$ cat src/rtl/mips_integer_core_step_assert.svh
// ----------------------------------------------------------------------------
// MIPS integer core step - assertion macros
// Concurrent check macros used by the datapath; empty when SYNTH is set.
// ----------------------------------------------------------------------------
`ifndef MIPS_INTEGER_CORE_STEP_ASSERT_SVH
`define MIPS_INTEGER_CORE_STEP_ASSERT_SVH
`ifndef SYNTH
`define MICS_ASSERT(lbl, prop, msg) \
    lbl: assert property (@(posedge clk) disable iff (!rst_n) prop) else $error(msg);
`define MICS_NEVER(lbl, expr, msg) \
    lbl: assert property (@(posedge clk) disable iff (!rst_n) !(expr)) else $error(msg);
`else
`define MICS_ASSERT(lbl, prop, msg)
`define MICS_NEVER(lbl, expr, msg)
`endif
`endif

$ cat src/rtl/mics_pkg.sv
// ----------------------------------------------------------------------------
// MIPS integer core step - package
// Codes, opcodes, sequencer states and the controller/datapath link types.
// ----------------------------------------------------------------------------
`timescale 1ns / 1ps
package mics_pkg;

    localparam logic [1:0] FUNC_LOAD = 2'd0;
    localparam logic [1:0] FUNC_EXEC = 2'd1;
    localparam logic [1:0] FUNC_READ = 2'd2;

    localparam logic [1:0] STAT_OK   = 2'd0;
    localparam logic [1:0] STAT_HALT = 2'd1;
    localparam logic [1:0] STAT_ERR  = 2'd2;

    localparam logic [5:0] OP_RTYPE = 6'h00;
    localparam logic [5:0] OP_J     = 6'h02;
    localparam logic [5:0] OP_JAL   = 6'h03;
    localparam logic [5:0] OP_BEQ   = 6'h04;
    localparam logic [5:0] OP_BNE   = 6'h05;
    localparam logic [5:0] OP_ADDI  = 6'h08;
    localparam logic [5:0] OP_ADDIU = 6'h09;
    localparam logic [5:0] OP_SLTI  = 6'h0A;
    localparam logic [5:0] OP_SLTIU = 6'h0B;
    localparam logic [5:0] OP_ANDI  = 6'h0C;
    localparam logic [5:0] OP_ORI   = 6'h0D;
    localparam logic [5:0] OP_LUI   = 6'h0F;
    localparam logic [5:0] OP_LW    = 6'h23;
    localparam logic [5:0] OP_LBU   = 6'h24;
    localparam logic [5:0] OP_LHU   = 6'h25;
    localparam logic [5:0] OP_SB    = 6'h28;
    localparam logic [5:0] OP_SH    = 6'h29;
    localparam logic [5:0] OP_SW    = 6'h2B;
    localparam logic [5:0] OP_LL    = 6'h30;
    localparam logic [5:0] OP_SC    = 6'h38;

    localparam logic [5:0] FN_SLL  = 6'h00;
    localparam logic [5:0] FN_SRL  = 6'h02;
    localparam logic [5:0] FN_JR   = 6'h08;
    localparam logic [5:0] FN_JALR = 6'h09;
    localparam logic [5:0] FN_ADD  = 6'h20;
    localparam logic [5:0] FN_ADDU = 6'h21;
    localparam logic [5:0] FN_SUB  = 6'h22;
    localparam logic [5:0] FN_SUBU = 6'h23;
    localparam logic [5:0] FN_AND  = 6'h24;
    localparam logic [5:0] FN_OR   = 6'h25;
    localparam logic [5:0] FN_NOR  = 6'h27;
    localparam logic [5:0] FN_SLT  = 6'h2A;
    localparam logic [5:0] FN_SLTU = 6'h2B;

    localparam logic [31:0] PC_HALT   = 32'hFFFF_FFFF;
    localparam logic [31:0] SP_RESET  = 32'h0100_0000;
    localparam logic [31:0] RA_RESET  = 32'hFFFF_FFFF;
    localparam logic [31:0] HI_MASK   = 32'hFFFF_0000;
    localparam logic [31:0] SEG_MASK  = 32'hF000_0000;
    localparam logic [31:0] BYTE_MASK = 32'h0000_00FF;
    localparam logic [31:0] HALF_MASK = 32'h0000_FFFF;
    localparam logic [31:0] BYTE_KEEP = 32'hFFFF_FF00;
    localparam logic [4:0]  REG_ZERO  = 5'd0;
    localparam logic [4:0]  REG_V0    = 5'd2;
    localparam logic [4:0]  REG_SP    = 5'd29;
    localparam logic [4:0]  REG_RA    = 5'd31;

    typedef enum logic [2:0] {
        MOP_NONE,
        MOP_LOADW,
        MOP_LOADB,
        MOP_LOADH,
        MOP_STOREW,
        MOP_STOREB,
        MOP_STOREH
    } mem_op_t;

    typedef enum logic [3:0] {
        S_CLEAR,
        S_IDLE,
        S_LOADW,
        S_FETCH,
        S_INS,
        S_RS,
        S_EXEC,
        S_MEM,
        S_WB,
        S_RDSEL,
        S_DONE
    } fsm_state_t;

    typedef struct packed {
        logic clear;
        logic accept;
        logic load_mem;
        logic fetch;
        logic cap_ins;
        logic cap_a;
        logic exec;
        logic mem;
        logic wb;
        logic rd_sel;
        logic finish;
    } cmd_t;

    typedef struct packed {
        logic       clear_done;
        logic [1:0] func;
        logic       skip;
        logic       illegal;
        logic       out_free;
    } sts_t;

    function automatic logic [31:0] gpr_reset_value(input logic [4:0] idx);
        logic [31:0] val;
        val = '0;
        if (idx == REG_SP) val = SP_RESET;
        if (idx == REG_RA) val = RA_RESET;
        return val;
    endfunction

endpackage

$ cat src/rtl/mics_ctrl.sv
// ----------------------------------------------------------------------------
// MIPS integer core step - sequencer
// State machine that steps the datapath through one item.
// ----------------------------------------------------------------------------
`timescale 1ns / 1ps
module mics_ctrl (
    input  logic           clk,
    input  logic           rst_n,
    input  logic           in_valid,
    input  mics_pkg::sts_t sts,
    output logic           in_ready,
    output mics_pkg::cmd_t cmd
);
    mics_pkg::fsm_state_t state_reg, state_next;

    always_ff @(posedge clk or negedge rst_n)
    begin
        if (!rst_n)
        begin
            state_reg <= mics_pkg::S_CLEAR;
        end
        else
        begin
            state_reg <= state_next;
        end
    end

    // next state
    always_comb
    begin
        state_next = state_reg;
        unique case (state_reg)
            mics_pkg::S_CLEAR:
                if (sts.clear_done) state_next = mics_pkg::S_IDLE;
            mics_pkg::S_IDLE:
                if (in_valid)
                begin
                    state_next = mics_pkg::S_RDSEL;
                end
            mics_pkg::S_LOADW: state_next = mics_pkg::S_RDSEL;
            mics_pkg::S_FETCH: state_next = mics_pkg::S_INS;
            mics_pkg::S_INS:   state_next = mics_pkg::S_RS;
            mics_pkg::S_RS:    state_next = mics_pkg::S_EXEC;
            mics_pkg::S_EXEC:
                state_next = sts.illegal ? mics_pkg::S_RDSEL : mics_pkg::S_MEM;
            mics_pkg::S_MEM:   state_next = mics_pkg::S_WB;
            mics_pkg::S_WB:    state_next = mics_pkg::S_RDSEL;
            mics_pkg::S_RDSEL: state_next = mics_pkg::S_DONE;
            mics_pkg::S_DONE:
                if (sts.out_free) state_next = mics_pkg::S_IDLE;
            default: state_next = mics_pkg::S_IDLE;
        endcase
        // the accepted item's function picks the path out of idle
        if (state_reg == mics_pkg::S_IDLE && in_valid)
        begin
            priority if (sts.func == mics_pkg::FUNC_LOAD)
                state_next = mics_pkg::S_LOADW;
            else if (sts.func == mics_pkg::FUNC_EXEC && !sts.skip)
                state_next = mics_pkg::S_FETCH;
            else
                state_next = mics_pkg::S_RDSEL;
        end
    end

    // outputs
    always_comb
    begin
        cmd = '0;
        unique case (state_reg)
            mics_pkg::S_CLEAR: cmd.clear    = 1'b1;
            mics_pkg::S_IDLE:  cmd.accept   = 1'b1;
            mics_pkg::S_LOADW: cmd.load_mem = 1'b1;
            mics_pkg::S_FETCH: cmd.fetch    = 1'b1;
            mics_pkg::S_INS:   cmd.cap_ins  = 1'b1;
            mics_pkg::S_RS:    cmd.cap_a    = 1'b1;
            mics_pkg::S_EXEC:  cmd.exec     = 1'b1;
            mics_pkg::S_MEM:   cmd.mem      = 1'b1;
            mics_pkg::S_WB:    cmd.wb       = 1'b1;
            mics_pkg::S_RDSEL: cmd.rd_sel   = 1'b1;
            mics_pkg::S_DONE:  cmd.finish   = sts.out_free;
            default:           cmd = '0;
        endcase
    end

    assign in_ready = cmd.accept;
endmodule

$ cat config.mk
export PLATFORM = sky130hd
export DESIGN_NAME = mics_ctrl
export DESIGN_NICKNAME = d
export VERILOG_FILES = /design/src/rtl/mips_integer_core_step_assert.svh /design/src/rtl/mics_pkg.sv /design/src/rtl/mics_ctrl.sv
export SDC_FILE = /design/constraint.sdc
export NUM_CORES = 1
export LEC_CHECK = 0
export ABC_CLOCK_PERIOD_IN_PS = 1900
export BUFFER_PORTS_ARGS = -buffer_cell sky130_fd_sc_hd__buf_2
export CORE_AREA = 2 2 39 41
export DETAILED_ROUTE_END_ITERATION = 8
export DIE_AREA = 0 0 41 43
export PLACE_DENSITY = 0.7
export SYNTH_ARGS = -nofsm -noshare
export SYNTH_HDL_FRONTEND = slang
export SYNTH_SLANG_ARGS = --single-unit
$ cat constraint.sdc
create_clock -name clk -period 1.9 [get_ports clk]
set_clock_uncertainty 0.2 [all_clocks]
set_input_delay 0.38 -clock clk [delete_from_list [all_inputs] [get_ports clk]]
set_output_delay 0.38 -clock clk [all_outputs]
set_load 0.02 [all_outputs]
Word level (Yosys, flattened, before mapping)
Index checks and enable logic that the tools add are counted.
- logic and storage cells: 41
- bits of input ports: 9
- output and inout port bits: 12
- register bits after elaboration: 4
- eq/ne operators: 14
- reduce and logical (&&, ||, !) cells: 7
- multiplexer cells: 19
- operators by type and width (cell ; count):
    $pmux W4 S10 ; 1
    $mux W4 ; 7
    $eq A4 B3 Y1 const B ; 4
    $eq A4 B4 Y1 const B ; 3
    $mux W1 ; 11
    $eq A4 B2 Y1 const B ; 2
    $ne A3 B3 Y1 const B ; 2
    $eq A4 B1 Y1 const B ; 1
    $logic_not A4 Y1 ; 1
    $ne A3 B2 Y1 const B ; 1
    $reduce_and A3 Y1 ; 1
    $eq A2 B1 Y1 const B ; 1
    $logic_and A1 B1 Y1 ; 2
    $logic_not A2 Y1 ; 1
    $reduce_or A2 Y1 ; 1
    $logic_not A1 Y1 ; 1

Logic depth before layout (Yosys ltp)
- depth in word-level cells: 5
- depth in mapped cells: 5
- mapped depth without buffers: 4

Worst setup path after synthesis
No wires, ideal clock.
- path type: register to output
- from: register state_reg[0]
- to: output cmd[10] (netlist bit)
- slack: 25 ps
- data arrival time: 1295 ps
- cell stages (with the launch flop): 3
- required time: 1320 ps
- path through: dfrtp_1 buf_2 nor4_1
- RTL lines (what ; line ; source):
    start: declaration ; mics_ctrl.sv:14 ; mics_pkg::fsm_state_t state_reg, state_next;
    start signal: assignment ; mics_ctrl.sv:20 ; state_reg <= mics_pkg::S_CLEAR;
    start signal: assignment ; mics_ctrl.sv:24 ; state_reg <= state_next;
    end: declaration ; mics_ctrl.sv:12 ; output mics_pkg::cmd_t cmd

==> flow_metrics.tcl <==
set metrics [dict create \
    yosysTopAreaCell "dfrtp_1" \
    drc 0 \
    routed_wl_mm 1.16 \
    grt_pass1_wl_mm 1.80 \
    numCtsBuffers 3 \
    crit_slowest_cell "dfrtp_2" \
    seqCellArea_um2 105 \
    slew_headroom_pct 81.5 \
    worst_pin_slew_ps 275 \
    crit_path_end_kind "primary output" \
    syn_area_um2 419 \
    outcome "finished, final reports clean" \
    required_ps 1320 \
    place.detailed.hpwl_um 829 \
    ys.flop_type "dfrtp_1" \
    numPortBuffers 20 \
    maxUsedRoutingLayer "met3" \
    synth_edf_count 0 \
    async_flop_share_pct 100 \
    slew_viol_final 0 \
    p_sw_mw 0.514 \
    setup.worst_path.start "state_reg[2]" \
    dieHeight_um 43 \
    ant_nets 0 \
    dp.cells 88 \
    coreArea_um2 1380 \
    clockPowerShare_pct 9.8 \
    fillers 142 \
    wl_met2_um 566 \
    syn_area_per_cell_um2 7.76 \
    num_rows 14 \
    ir_drop_mv 0.654 \
    drtPass1Iterations 4 \
    clock_path_buffers 2 \
    synth_top_area_share_pct 23.9 \
    fin_crit_ps 1840 \
    r2r_setup_slack_ps 130 \
    grt_pass1_vias 423 \
    n_antenna_cell 0 \
    synth_cell_types 24 \
    drv_cap 0 \
    hold_viol 0 \
    met3_length_um 46 \
    die_x_um 41 \
    instances_no_fill 96 \
    synth_cells 54 \
    grt_max_degree 15 \
    reg2reg_from "state_reg[0]" \
    clockRootBuffer "clkbuf_4" \
    setup_viol_count_final 0 \
    p_seq_share_pct 21.3 \
    slowest_delay_ps 470 \
    drive_gt1_share_pct 52.5 \
    routed_via_density 5.15 \
    crit_buf_inv 1 \
    combPwrFrac_pct 68.8 \
    power_mw 1.05 \
    routabilityCongestion 0.847 \
    die-area_um2 1760 \
    grtUsageTotal_pct 14.9 \
    fin_util_pct 45.0 \
    crit_path_end "cmd[0]" \
    r2r_cells 7 \
    rsz0062_at_grt "yes" \
    path_max_fanout 7 \
    finalCritPeriodShare_pct 96.9 \
    nets 91 \
    antenna_found_initial 0 \
    cts_tree "done" \
    cts_max_level 1 \
    critPathKind "reg -> out" \
    p_per_area_nw_per_um2 1690 \
    cts.clk_slew.worst_paths_ps 40 \
    leakage_nw 0.304 \
    min_path_type "in -> reg" \
    crit_path_cell_trace "nand2b_2 -> nor3_2 -> buf_2" \
    largest_reg_flops 4 \
    synthTopCellsByArea "dfrtp_1 (24%), nor3_1 (11%), nand2b_1 (7.5%)" \
    startpoint_type "flop" \
    seq_area_frac_synth_pct 23.9 \
    clk_latency_ps 230 \
    cp.arrival_ps 1260 \
    multi_input_area_um2 308 \
    avgRoutedWirePerCell_um 12.0 \
    cts_sinks 4 \
    pin_count 21 \
    crit_cells 3 \
    crit_family "flip-flops" \
    initial_core_util_pct 30.3 \
    drt_iter0_markers 10 \
    met1Wirelength_um 543 \
    overflow 0 \
    synth_nets 63 \
    p_int_mw 0.537 \
    ys_seq_elements 4 \
    finalSetupTns_ps 0 \
    power_switching_share_pct 48.9 \
    reg2reg_to "state_reg[0]" \
    clock.fmax_ghz 0.543 \
    syn_to_final_growth_pct 48.7 \
    ys_warn_count 0 \
    vias 494 \
]
## cell usage in the layout (no fill, tap or decap), types with 2 or more instances in the layout
cell type | synthesis | routed
buf_2 | 2 | 21
nand2b_1 | 5 | 3
clkbuf_4 | 0 | 3
o22ai_1 | 2 | 2
buf_4 | 3 | 6
nor2_1 | 5 | 5
nand2_1 | 3 | 3
inv_1 | 2 | 2
nor3_2 | 0 | 2
nor2b_1 | 2 | 2
dfrtp_2 | 0 | 4
nor3_1 | 9 | 7
a21oi_1 | 4 | 4
## power groups by stage
| stage | Combinational (mW) | Clock (mW) | Sequential (mW) |
|---|---|---|---|
| global placement | 0.603 | 0 | 0.214 |
| CTS | 0.630 | 0.108 | 0.234 |
| floorplan | 0.526 | 0 | 0.158 |
| global route | 0.788 | 0.121 | 0.231 |
| finish | 0.723 | 0.104 | 0.224 |
| detailed placement | 0.607 | 0 | 0.217 |
## worst reg2reg max path, delay by kind of cell, from the launching register on
kind / cells / cell delay (ps)
AOI/OAI and AO/OA: 2 / 380
and+or+nand+nor: 2 / 220
DFF: 1 / 450
buffers and inverters: 3 / 430
## stage by stage
stage / hold WS [ps] / setup slack (ps) / area [um^2]
global placement: -12.8 / 226 / 529
global route: 192 / -23.3 / 623
detailed placement: -13.4 / 186 / 529
floorplan: -116 / 24.8 / 419
CTS: 195 / -8.94 / 578
finish: 195 / 58.4 / 623
## cell families after synthesis
logic type	after synthesis	share of synthesized area [%]
xor gates and xnor gates	1	2.09
and+or+nand+nor	31	43.6
AOI/OAI and AO/OA	11	20.9
DFF	4	23.9
buffers and inverters	7	9.55
## routing by layer
metal	vias to the layer above	track usage [%]
li1	248	-
met1	235	22.0
met2	11	20.3
met3	0	4.71
met4	0	4.00
met5	-	0
## cell type report
| class | count | share of cell area, % |
|---|---|---|
| Inverter | 2 | 1.20 |
| Timing Repair Buffer | 28 | 25.7 |
| Sequential cell | 4 | 16.9 |
| Multi-Input combinational cell | 43 | 49.4 |
| Clock buffer | 3 | 3.61 |
| Tap cell | 16 | 3.21 |
## cell usage after synthesis, drive strengths merged, types with 2 or more instances
library cell and instances:
nor3 9, nor2 6, buf 5, nand2b 5, a21oi 4, dfrtp 4, nand2 3, inv 2
nor2b 2, o22ai 2
## timing repair
item	4_1_cts	5_1_grt
setup endpoints to repair	7	10
endpoints found under the hold margin	4	0
gates resized for setup	5	5
buffers inserted	0	4
hold buffers	1	0
## worst min-delay path by stage
stage          startpoint            to  slack (ps)  cells after the start
3_3_place_gp        rst_n  state_reg[0]         -10                      1
2_1_floorplan       rst_n  state_reg[0]        -120                      0
4_1_cts            sts[0]  state_reg[3]         200                      2
5_1_grt            sts[0]  state_reg[3]         190                      2
3_5_place_dp        rst_n  state_reg[0]         -10                      1
6_report           sts[0]  state_reg[3]         190                      2
(Power assumes the default switching activity.)
